===== config.mk =====
export PLATFORM = sky130hd
export DESIGN_NAME = bounded_deque_with_value_delete_flat
export DESIGN_NICKNAME = d
export VERILOG_FILES = /design/src/design/bdq_pkg.sv /design/src/design/bdq_req_if.sv /design/src/design/bdq_rsp_if.sv /design/src/design/bdq_ram.sv /design/src/design/bounded_deque_with_value_delete.sv /design/src/flat_wrapper.sv
export SDC_FILE = /design/constraint.sdc
export NUM_CORES = 1
export LEC_CHECK = 0
export ABC_AREA = 1
export BUFFER_PORTS_ARGS = -buffer_cell sky130_fd_sc_hd__clkbuf_2
export CAP_MARGIN = 20
export CORE_ASPECT_RATIO = 0.5
export CORE_UTILIZATION = 60
export CTS_CLUSTER_SIZE = 8
export DETAILED_ROUTE_END_ITERATION = 12
export GPL_TIMING_DRIVEN = 0
export HOLD_SLACK_MARGIN = 0.05
export PLACE_DENSITY_LB_ADDON = 0.12
export SLEW_MARGIN = 25
export SYNTH_ARGS = -nofsm -noshare
export SYNTH_HDL_FRONTEND = slang
export SYNTH_HIERARCHICAL = 1
export SYNTH_SLANG_ARGS = --single-unit

===== constraint.sdc =====
create_clock -name clk -period 6.8 [get_ports clk]
set_input_delay 1.02 -clock clk [delete_from_list [all_inputs] [get_ports clk]]
set_output_delay 1.02 -clock clk [all_outputs]
set_load 0.01 [all_outputs]

===== src/design/bdq_pkg.sv =====
// Shared types and constants for the bounded deque with value delete.
// No dependencies; every other design file but bdq_ram refers to it by scoped names.
package bdq_pkg;

    // fixed field widths of the request and response words
    localparam int OP_W     = 3;
    localparam int VALUE_W  = 32;
    localparam int STATUS_W = 2;
    localparam int OCC_W    = 5;

    // request operation codes
    typedef enum logic [OP_W-1:0] {
        OP_INS_FRONT = 3'd0,
        OP_INS_BACK  = 3'd1,
        OP_REM_FRONT = 3'd2,
        OP_REM_BACK  = 3'd3,
        OP_REM_VALUE = 3'd4,
        OP_SEARCH    = 3'd5
    } op_t;

    // response status codes
    typedef enum logic [STATUS_W-1:0] {
        ST_OK        = 2'd0,
        ST_EMPTY     = 2'd1,
        ST_NOT_FOUND = 2'd2,
        ST_FULL      = 2'd3
    } status_t;

endpackage


===== src/design/bdq_req_if.sv =====
// Request channel interface: valid/ready handshake with operation and value.
// Depends on bdq_pkg for the field widths.
interface bdq_req_if;
    logic                               valid;
    logic                               ready;
    logic [bdq_pkg::OP_W-1:0]           operation;
    logic signed [bdq_pkg::VALUE_W-1:0] value;

    modport source (output valid, output operation, output value, input ready);
    modport sink   (input valid, input operation, input value, output ready);
endinterface


===== src/design/bdq_rsp_if.sv =====
// Response channel interface: valid/ready handshake with status and occupancy.
// Depends on bdq_pkg for the field widths.
interface bdq_rsp_if;
    logic                          valid;
    logic                          ready;
    logic [bdq_pkg::STATUS_W-1:0]  status;
    logic [bdq_pkg::OCC_W-1:0]     occupancy;

    modport source (output valid, output status, output occupancy, input ready);
    modport sink   (input valid, input status, input occupancy, output ready);
endinterface


===== src/design/bdq_ram.sv =====
// Generic simple dual-port RAM: one write port, one read port, registered read.
// No dependencies.
module bdq_ram #(
    parameter int WIDTH = 32,
    parameter int DEPTH = 16
) (
    input  logic                     clk,
    input  logic                     wr_en,
    input  logic [$clog2(DEPTH)-1:0] wr_addr,
    input  logic [WIDTH-1:0]         wr_data,
    input  logic [$clog2(DEPTH)-1:0] rd_addr,
    output logic [WIDTH-1:0]         rd_data
);

    logic [WIDTH-1:0] mem_reg [DEPTH];
    logic [WIDTH-1:0] rd_data_reg;

    // write port
    always_ff @(posedge clk)
    begin
        if (wr_en)
        begin
            mem_reg[wr_addr] <= wr_data;
        end
    end

    // registered read port
    always_ff @(posedge clk)
    begin
        rd_data_reg <= mem_reg[rd_addr];
    end

    assign rd_data = rd_data_reg;

endmodule


===== src/design/bounded_deque_with_value_delete.sv =====
// Bounded deque of signed 32-bit words held in a ring buffer in one RAM, with a
// front pointer and an element count in registers. Each request word gives one
// response word. Insert and remove at either end, and any request that finds
// the store empty or full, go from acceptance through S_RESULT into the output
// register, and the next request is accepted once the sequencer is back in
// S_IDLE. Search and remove-by-value walk the elements from the front through
// the RAM read port, one element per cycle; remove-by-value then moves each
// later element one place forward, one read and one write per cycle, unless
// the match is the first or the last element, where no element moves. The
// response is held in an output register, so a new request is taken while it
// waits.
// Depends on bdq_pkg, bdq_req_if, bdq_rsp_if and bdq_ram.
module bounded_deque_with_value_delete #(
    parameter int CAPACITY = 16
) (
    input  logic      clk,
    input  logic      rst_n,
    bdq_req_if.sink   req,
    bdq_rsp_if.source rsp
);

    localparam int IDX_W = $clog2(CAPACITY);
    localparam int CNT_W = $clog2(CAPACITY + 1);
    localparam int OFF_W = IDX_W + 2;
    localparam int SUM_W = OFF_W + 1;

    typedef enum logic [3:0] {
        S_IDLE   = 4'b0001,
        S_SCAN   = 4'b0010,
        S_SHIFT  = 4'b0100,
        S_RESULT = 4'b1000
    } state_t;

    state_t                          state_reg, state_next;
    logic [IDX_W-1:0]                front_reg, front_next;
    logic [CNT_W-1:0]                count_reg, count_next;
    logic [IDX_W-1:0]                k_reg, k_next;
    logic                            remove_reg, remove_next;
    logic [bdq_pkg::VALUE_W-1:0]     value_reg, value_next;
    bdq_pkg::status_t                pend_reg, pend_next;
    logic                            rsp_valid_reg, rsp_valid_next;
    bdq_pkg::status_t                rsp_status_reg, rsp_status_next;
    logic [bdq_pkg::OCC_W-1:0]       rsp_occ_reg, rsp_occ_next;

    logic                            wr_en;
    logic [IDX_W-1:0]                wr_addr;
    logic [bdq_pkg::VALUE_W-1:0]     wr_data;
    logic [IDX_W-1:0]                rd_addr;
    logic [bdq_pkg::VALUE_W-1:0]     rd_data;

    logic                            accept;
    logic                            is_full;
    logic                            is_empty;
    logic [OFF_W-1:0]                k_off0;
    logic [OFF_W-1:0]                k_off1;
    logic [OFF_W-1:0]                k_off2;
    logic [OFF_W-1:0]                cnt_off;
    logic [IDX_W-1:0]                front_dec;
    logic [IDX_W-1:0]                front_inc;
    logic                            rsp_free;

    // ring index of the element off places behind the front
    function automatic logic [IDX_W-1:0] slot_of(input logic [IDX_W-1:0] front,
                                                 input logic [OFF_W-1:0] off);
        logic [SUM_W-1:0] sum;
        sum = SUM_W'(front) + SUM_W'(off);
        if (sum >= SUM_W'(CAPACITY))
        begin
            sum = sum - SUM_W'(CAPACITY);
        end
        return sum[IDX_W-1:0];
    endfunction

    // element storage
    bdq_ram #(
        .WIDTH (bdq_pkg::VALUE_W),
        .DEPTH (CAPACITY)
    ) u_bdq_ram (
        .clk     (clk),
        .wr_en   (wr_en),
        .wr_addr (wr_addr),
        .wr_data (wr_data),
        .rd_addr (rd_addr),
        .rd_data (rd_data)
    );

    // handshake and helper values
    assign req.ready = (state_reg == S_IDLE);
    assign accept    = req.valid && (state_reg == S_IDLE);
    assign is_full   = (count_reg == CNT_W'(CAPACITY));
    assign is_empty  = (count_reg == '0);
    assign k_off0    = OFF_W'(k_reg);
    assign k_off1    = OFF_W'(k_reg) + OFF_W'(1);
    assign k_off2    = OFF_W'(k_reg) + OFF_W'(2);
    assign cnt_off   = OFF_W'(count_reg);
    assign front_dec = (front_reg == '0) ? IDX_W'(CAPACITY - 1) : front_reg - 1'b1;
    assign front_inc = slot_of(front_reg, OFF_W'(1));
    assign rsp_free  = !rsp_valid_reg || rsp.ready;

    // read address: the element needed by the next cycle
    always_comb
    begin
        unique case (state_reg)
            S_SCAN:  rd_addr = slot_of(front_reg, k_off1);
            S_SHIFT: rd_addr = slot_of(front_reg, k_off2);
            default: rd_addr = front_reg;
        endcase
    end

    // request sequencer
    always_comb
    begin
        state_next      = state_reg;
        front_next      = front_reg;
        count_next      = count_reg;
        k_next          = k_reg;
        remove_next     = remove_reg;
        value_next      = value_reg;
        pend_next       = pend_reg;
        rsp_valid_next  = rsp_valid_reg && !rsp.ready;
        rsp_status_next = rsp_status_reg;
        rsp_occ_next    = rsp_occ_reg;
        wr_en           = 1'b0;
        wr_addr         = slot_of(front_reg, k_off0);
        wr_data         = rd_data;

        unique case (state_reg)
            S_IDLE:
            begin
                if (accept)
                begin
                    state_next  = S_RESULT;
                    pend_next   = bdq_pkg::ST_OK;
                    k_next      = '0;
                    value_next  = req.value;
                    remove_next = (req.operation == bdq_pkg::OP_REM_VALUE);
                    unique case (req.operation) inside
                        bdq_pkg::OP_INS_FRONT, bdq_pkg::OP_INS_BACK:
                        begin
                            if (is_full)
                            begin
                                pend_next = bdq_pkg::ST_FULL;
                            end
                            else
                            begin
                                wr_en      = 1'b1;
                                wr_data    = req.value;
                                count_next = count_reg + 1'b1;
                                if (req.operation == bdq_pkg::OP_INS_FRONT)
                                begin
                                    wr_addr    = front_dec;
                                    front_next = front_dec;
                                end
                                else
                                begin
                                    wr_addr = slot_of(front_reg, cnt_off);
                                end
                            end
                        end
                        bdq_pkg::OP_REM_FRONT, bdq_pkg::OP_REM_BACK:
                        begin
                            if (is_empty)
                            begin
                                pend_next = bdq_pkg::ST_EMPTY;
                            end
                            else
                            begin
                                count_next = count_reg - 1'b1;
                                if (req.operation == bdq_pkg::OP_REM_FRONT)
                                begin
                                    front_next = front_inc;
                                end
                            end
                        end
                        bdq_pkg::OP_REM_VALUE, bdq_pkg::OP_SEARCH:
                        begin
                            if (is_empty)
                            begin
                                pend_next = bdq_pkg::ST_EMPTY;
                            end
                            else
                            begin
                                state_next = S_SCAN;
                            end
                        end
                        default:
                        begin
                            pend_next = bdq_pkg::ST_OK;
                        end
                    endcase
                end
            end

            // compare element k against the key, read element k+1
            S_SCAN:
            begin
                if (rd_data == value_reg)
                begin
                    pend_next  = bdq_pkg::ST_OK;
                    state_next = S_RESULT;
                    if (remove_reg)
                    begin
                        if (k_reg == '0)
                        begin
                            front_next = front_inc;
                            count_next = count_reg - 1'b1;
                        end
                        else if (k_off1 == cnt_off)
                        begin
                            count_next = count_reg - 1'b1;
                        end
                        else
                        begin
                            state_next = S_SHIFT;
                        end
                    end
                end
                else if (k_off1 >= cnt_off)
                begin
                    pend_next  = bdq_pkg::ST_NOT_FOUND;
                    state_next = S_RESULT;
                end
                else
                begin
                    k_next = k_reg + 1'b1;
                end
            end

            // move element k+1 into slot k, read element k+2
            S_SHIFT:
            begin
                wr_en   = 1'b1;
                wr_addr = slot_of(front_reg, k_off0);
                wr_data = rd_data;
                if (k_off2 >= cnt_off)
                begin
                    count_next = count_reg - 1'b1;
                    pend_next  = bdq_pkg::ST_OK;
                    state_next = S_RESULT;
                end
                else
                begin
                    k_next = k_reg + 1'b1;
                end
            end

            // hand the response to the output register once it is free
            S_RESULT:
            begin
                if (rsp_free)
                begin
                    rsp_valid_next  = 1'b1;
                    rsp_status_next = pend_reg;
                    rsp_occ_next    = bdq_pkg::OCC_W'(count_reg);
                    state_next      = S_IDLE;
                end
            end

            default:
            begin
                state_next = S_IDLE;
            end
        endcase
    end

    // control registers
    always_ff @(posedge clk or negedge rst_n)
    begin
        if (!rst_n)
        begin
            state_reg     <= S_IDLE;
            front_reg     <= '0;
            count_reg     <= '0;
            rsp_valid_reg <= 1'b0;
        end
        else
        begin
            state_reg     <= state_next;
            front_reg     <= front_next;
            count_reg     <= count_next;
            rsp_valid_reg <= rsp_valid_next;
        end
    end

    // payload registers
    always_ff @(posedge clk)
    begin
        k_reg          <= k_next;
        remove_reg     <= remove_next;
        value_reg      <= value_next;
        pend_reg       <= pend_next;
        rsp_status_reg <= rsp_status_next;
        rsp_occ_reg    <= rsp_occ_next;
    end

    // response word
    assign rsp.valid     = rsp_valid_reg;
    assign rsp.status    = rsp_status_reg;
    assign rsp.occupancy = rsp_occ_reg;

endmodule


===== src/flat_wrapper.sv =====
// flat-port wrapper written by rule: the top's interface ports become plain ports
module bounded_deque_with_value_delete_flat 
#(
    parameter int CAPACITY = 16
)
  (clk, rst_n, req_valid, req_operation, req_value, req_ready, rsp_valid, rsp_status, rsp_occupancy, rsp_ready);
  bdq_req_if req_i ();
  bdq_rsp_if rsp_i ();
  input  logic clk;
  input  logic rst_n;
  input wire logic [$bits(req_i.valid)-1:0] req_valid;
  input wire logic [$bits(req_i.operation)-1:0] req_operation;
  input wire logic [$bits(req_i.value)-1:0] req_value;
  output wire logic [$bits(req_i.ready)-1:0] req_ready;
  output wire logic [$bits(rsp_i.valid)-1:0] rsp_valid;
  output wire logic [$bits(rsp_i.status)-1:0] rsp_status;
  output wire logic [$bits(rsp_i.occupancy)-1:0] rsp_occupancy;
  input wire logic [$bits(rsp_i.ready)-1:0] rsp_ready;
  assign req_i.valid = req_valid;
  assign req_i.operation = req_operation;
  assign req_i.value = req_value;
  assign req_ready = req_i.ready;
  assign rsp_valid = rsp_i.valid;
  assign rsp_status = rsp_i.status;
  assign rsp_occupancy = rsp_i.occupancy;
  assign rsp_i.ready = rsp_ready;
  bounded_deque_with_value_delete #(.CAPACITY(CAPACITY)) u_core (.clk(clk), .rst_n(rst_n), .req(req_i), .rsp(rsp_i));
endmodule

---- Yosys cells after proc, flatten, opt, wreduce, memory -nomap -nowiden ----
Memory sizes are Yosys's and may differ from the RTL's. A register that Yosys moved wholly into a read port is not among the register bits.
Cells that the tools add are included.
storage, ports and cells
  input port bits ......................... 39
  memories kept ........................... 1
  output and inout bits ................... 9
  bits in registers ....................... 60
  RAM bits ................................ 512
memories
  memory                    words  bits a word  rd ports  clocked after Yosys merged registers in  write ports  line           text
  u_core.u_bdq_ram.mem_reg  16     32           1         1                                        1            bdq_ram.sv:15  logic [WIDTH-1:0] mem_reg [DEPTH];
operators by class
  mux-type cells .......................... 68
  add/subtract/negate cells ............... 16
  reduce and logical (&&, ||, !) cells .... 22
  eq/ne operators ......................... 28
  magnitude comparators ................... 7
operator list
  kind                   count
  $mux W4                33
  $mux W32               4
  $mux W5                8
  $eq A32 B32 Y1         1
  $pmux W4 S2            3
  $sub A4 B1 Y4 const B  6
  $add A4 B5 Y6          3
  $pmux W4 S4            1
  $pmux W5 S3            1
  $ge A7 B5 Y1 const B   2
  $ge A6 B5 Y1           2
  $ne A2 B1 Y1 const B   6
  $pmux W4 S3            1
  $add A4 B1 Y5 const B  2
  $ge A5 B5 Y1 const B   2
  $mux W2                5
  $pmux W5 S2            1
  $reduce_and A10 Y1     1
  $ne A3 B1 Y1 const B   3
  $reduce_and A9 Y1      1
  $logic_not A4 Y1       2
  $mux W1                8
  $reduce_and A4 Y1      2
  $eq A3 B2 Y1 const B   2
  other kinds (31)       41

---- Longest topological paths before layout ----
  depth after elaboration ................. 8
  depth in mapped cells ................... 19
  depth with buffers taken out ............ 15

---- Hierarchy ----
Netlist, hierarchy kept.
by module, submodules not included
  module                           instances  cells an instance  area each (µm²)
  bdq_ram                          1          2120               22744.3
  bounded_deque_with_value_delete  1          545                4291.6

---- Least setup slack after synthesis ----
Ideal clock, no wire load.
  kind .................................... input to register
  start ................................... in req_valid
  end ..................................... mem u_core.u_bdq_ram.mem_reg[11][0] (enable)
  arrival time ............................ 4287 ps
  path slack .............................. 2092 ps
  required time ........................... 6379 ps
  path buffers ............................ 1
  stages .................................. 9
  cells stage by stage .................... inv_1 -> nor2_2 -> nand3_2 -> inv_2 -> buf_4 -> nor2_1 -> a31oi_1 -> nand2_1 -> nor2_1
on the way
  elaborated cells between the ends (all ways) .. 7
RTL lines
  what                   line                                    text
  from (decl)            flat_wrapper.sv:11                      input wire logic [$bits(req_i.valid)-1:0] req_valid;
  $logic_and A1 B1 Y1    bounded_deque_with_value_delete.sv:89   assign accept = req.valid && (state_reg == S_IDLE);
  $mux W4                bounded_deque_with_value_delete.sv:130  if (accept)
  $mux W4                -
  via u_core.wr_addr[0]  bounded_deque_with_value_delete.sv:46   logic [IDX_W-1:0] wr_addr;
  to (decl)              bdq_ram.sv:15
The timed path passes the listed nets, and every way through them passes these cells.

---- Final worst setup path ----
  start ................................... reg u_core.count_reg[1]
  end ..................................... mem u_core.u_bdq_ram.mem_reg[14][5] (enable)
on the way
  word-level cells in the longest chain between the ends .. 8
  elaborated cells between the ends (all ways) .. 16
RTL lines
  what                                                  line                                                                          text
  from (decl)                                           bounded_deque_with_value_delete.sv:36                                         logic [CNT_W-1:0] count_reg, count_next;
  from (signal assigned)                                bounded_deque_with_value_delete.sv:280                                        count_reg <= count_next;
  $add A4 B5 Y6                                         bounded_deque_with_value_delete.sv:66                                         sum = SUM_W'(front) + SUM_W'(off);
  $ge A6 B5 Y1 / $sub A4 B1 Y4 (equally long branches)  bounded_deque_with_value_delete.sv:67, bounded_deque_with_value_delete.sv:69
  $mux W4                                               bounded_deque_with_value_delete.sv:67                                         if (sum >= SUM_W'(CAPACITY))
  $mux W4                                               bounded_deque_with_value_delete.sv:149                                        if (req.operation == bdq_pkg::OP_INS_FRONT)
  $mux W4 (*)                                           bounded_deque_with_value_delete.sv:140                                        if (is_full)
  $mux W4 (*)                                           bounded_deque_with_value_delete.sv:137                                        unique case (req.operation) inside
  $mux W4 (*)                                           bounded_deque_with_value_delete.sv:130
  $mux W4 (*)                                           -
  via u_core.wr_addr[1]                                 bounded_deque_with_value_delete.sv:46
Mark *: on every way through the listed nets, which the timed path passes. The rest lies on a longest branch.

==> flow_summary.ini <==
[run_status]
result_of_the_run = complete, no violations

[sta]
clock_skew_ns = 0.0255
fmax_mhz = 233
setup_repair_after_global_routing_missed_its_margin = false
max-slew-margin-rel_pct = 16.3
post-route-period-util_pct = 63.0
tns_ns = 0
worst_pin_slew_ns = 1.25
timing_max_transition_violations_final = 0
timing.final.setup_violations = 0
clock_period_minus_final_worst_setup_slack_ns = 4.29
hold_viol = 0

[clocking]
cts_setup_buffers = 0
path_clk_slew_ns = 0.05
clkSinkCount = 604
cts-buffers-inserted = 85
cts_hold_buffers = 0
post_cts_resize_count = 0
worst_skew_pair.late_latency_ns = 0.62
h-tree-depth = 3
clock_path_buffers = 3
tritoncts = built
clock-root-buffer = clkbuf_16

[routing]
detail_route.first_pass.iterations = 6
vias = 20300
drc_errors = 0
post_drt_via_cell_ratio = 5.85
route.final.wire_length_um = 83700
drt_iter0_drc = 3310
postRouteAntennaNets = 0
routedWlPerCell_um = 24.1

[yosys]
synth.most_common_cell = nand2_1
syn-instance-count = 2665
ys_warn_count = 6
postSynth.topFlopCell = edfxtp_1
yosys_register_bits = 604
syn-cell-area_mm2 = 0.0270
synthDistinctLibCells = 45
number_of_synthesized_flops_with_an_enable_pin = 558
synthesis.area_per_instance_um2 = 10.1
synth_area_leaders = edfxtp_1 62%, nand2_1 12%, nand3_1 7.5%
ys_top_cells_by_count = 870 x nand2_1, 558 x edfxtp_1, 452 x inv_1, 407 x nand3_1, 48 x nor2_1
synth-async-reset-ratio_pct = 2.32
synth.top_cell.area_share_pct = 62.0
sequential_area_share_after_synthesis_pct = 65.6
synth_nets = 2734
post-synth-top-area-cell = edfxtp_1

[cells_and_area]
filler_cell_count = 2986
regArea_mm2 = 0.0177
largest_reg_flops = 512
multi_input_comb_area_mm2 = 0.00691
layout-area-overhead-vs-synth_pct = 15.9
drive_gt1_share_pct = 10.8
insertedDiodeCount = 0
stdcell_count = 3469
final_nets = 2904

[die]
std_cell_rows = 54
overall_die_area_mm2 = 0.0460
initial_utilization_pct = 61.5
num_io_pins = 48
y_dimension_of_the_die_um = 152
die_w_um = 302
placeableCoreArea_mm2 = 0.0440

[global_routing]
grt_pass1_vias = 19200
global_route_wire_length_before_repair_um = 121000
use_met2_pct = 54.7
antenna_violations_before_repair = 1
global_route.peak_usage_layer = met2
met1_usage_in_global_routing_pct = 51.6
grt_overflow_total = 0
groute.layer.met3.usage_pct = 9.90
grt_max_degree = 19
grtUsageTotal_pct = 37.0

[worst_setup_path]
worstPathRequired_ns = 7.10
reg2reg_setup_slack_ns = 2.51
worst-path-max-fanout = 16
worstSetupPathType = reg2reg
crit_arrival_ns = 4.59
setup.worst_path.start_class = flip-flop
worst_setup_path_end_kind = flip-flop

[pwr]
max-vdd-ir-drop_uv = 281
leakage_nw = 13.6
pwr_density_cell_mw_per_mm2 = 484

[placed_design]
placement.io_buffers = 47
place_hpwl_um = 53500
finalWeightedCongestion = 0.917
placed_cells_incl_taps = 3336

[worst_hold_path]
timing.hold.worst.class = in2async

[job]
max_cap_violations = 0
worst paths after layout:
path	to	depth (start not counted)	startpoint
worst max-delay path	u_core/u_bdq_ram/mem_reg[14][5]	13	u_core/count_reg[1]
worst min-delay path	u_core/count_reg[3]	1	rst_n
worst max register to register	u_core/u_bdq_ram/mem_reg[14][5]	13	u_core/count_reg[1]
worst min register to register	u_core/rsp.status[1]	0	u_core/pend_reg[1]
max in group asynchronous	u_core/state_reg[0]	1	rst_n
min in group clk	u_core/rsp.status[1]	0	u_core/pend_reg[1]
power by group:
| part | internal, mW | leakage [nW] | switching (mW) |
|---|---|---|---|
| sequential | 4.93 | 5.49 | 0.186 |
| clock | 2.34 | 1.16 | 1.56 |
| combinational | 1.66 | 7.00 | 4.51 |
cells in the final DEF (no fill, tap or decap), types with 18 or more instances in the layout:
| cell type | Yosys | final |
|---|---|---|
| buf_2 | 47 | 49 |
| buf_6 | 28 | 28 |
| clkbuf_1 | 13 | 54 |
| clkbuf_16 | 0 | 85 |
| clkbuf_2 | 1 | 49 |
| dfxtp_1 | 32 | 32 |
| edfxtp_1 | 558 | 558 |
| ha_1 | 27 | 27 |
| inv_1 | 452 | 452 |
| nand2_1 | 870 | 870 |
| nand3_1 | 407 | 407 |
| nor2_1 | 48 | 32 |
| nor2_4 | 1 | 18 |
| o21ai_0 | 34 | 22 |
| xnor2_1 | 25 | 25 |
logic make-up (layout without fill, tap and decap cells):
group	after synthesis	in the layout	synth area share, %
buf+inv	577	793	9.27
compound gates	66	66	1.33
flops	604	604	65.6
mux	1	1	0.0555
xor+xnor	37	37	1.20
fa+ha+maj	30	30	1.47
simple gates	1350	1350	21.0
area by class of cell:
type	instances	area share, %
Multi-Input combinational cell	1484	22.0
Clock inverter	7	0.427
Sequential cell	604	56.6
Clock buffer	126	7.28
Tap cell	588	2.35
Inverter	462	5.55
Timing Repair Buffer	83	3.26
Buffer	115	2.46
metal layers:
| metal | part of all wire [%] | up-vias |
|---|---|---|
| met1 | 37 | 9457 |
| met2 | 43 | 1573 |
| li1 | - | 8958 |
| met5 | 0.036 | - |
| met4 | 4.7 | 4 |
| met3 | 16 | 311 |
metrics by stage:
stage / util, % / instance area, um2 / total power, mW / hold slack [ns] / worst slack, ns
after floorplan: - / 27000 / 8.68 / 0.400 / 2.09
after global placement: 63.7 / 28000 / 10.8 / 0.404 / -2.13
after global routing: 71.3 / 31300 / 15.7 / 0.312 / 2.45
final: 71.3 / 31300 / 15.2 / 0.296 / 2.51
after CTS: 71.2 / 31300 / 14.9 / 0.302 / 2.71
after detailed placement: 65.8 / 28900 / 11.0 / 0.407 / 2.37
worst max-delay path, stage by stage (launching register included):
cell	delay (ns)
dfrtp_1	0.45
inv_1	0.27
ha_1	0.26
nand3_1	0.11
nor2_1	0.15
inv_1	0.08
nand3_2	0.19
inv_2	0.11
buf_2	0.29
o21ai_0	0.64
nand2_1	0.44
nor2_4	0.53
buf_16	0.22
buf_12	0.20
No activity file was read; power rests on OpenSTA's default activity.
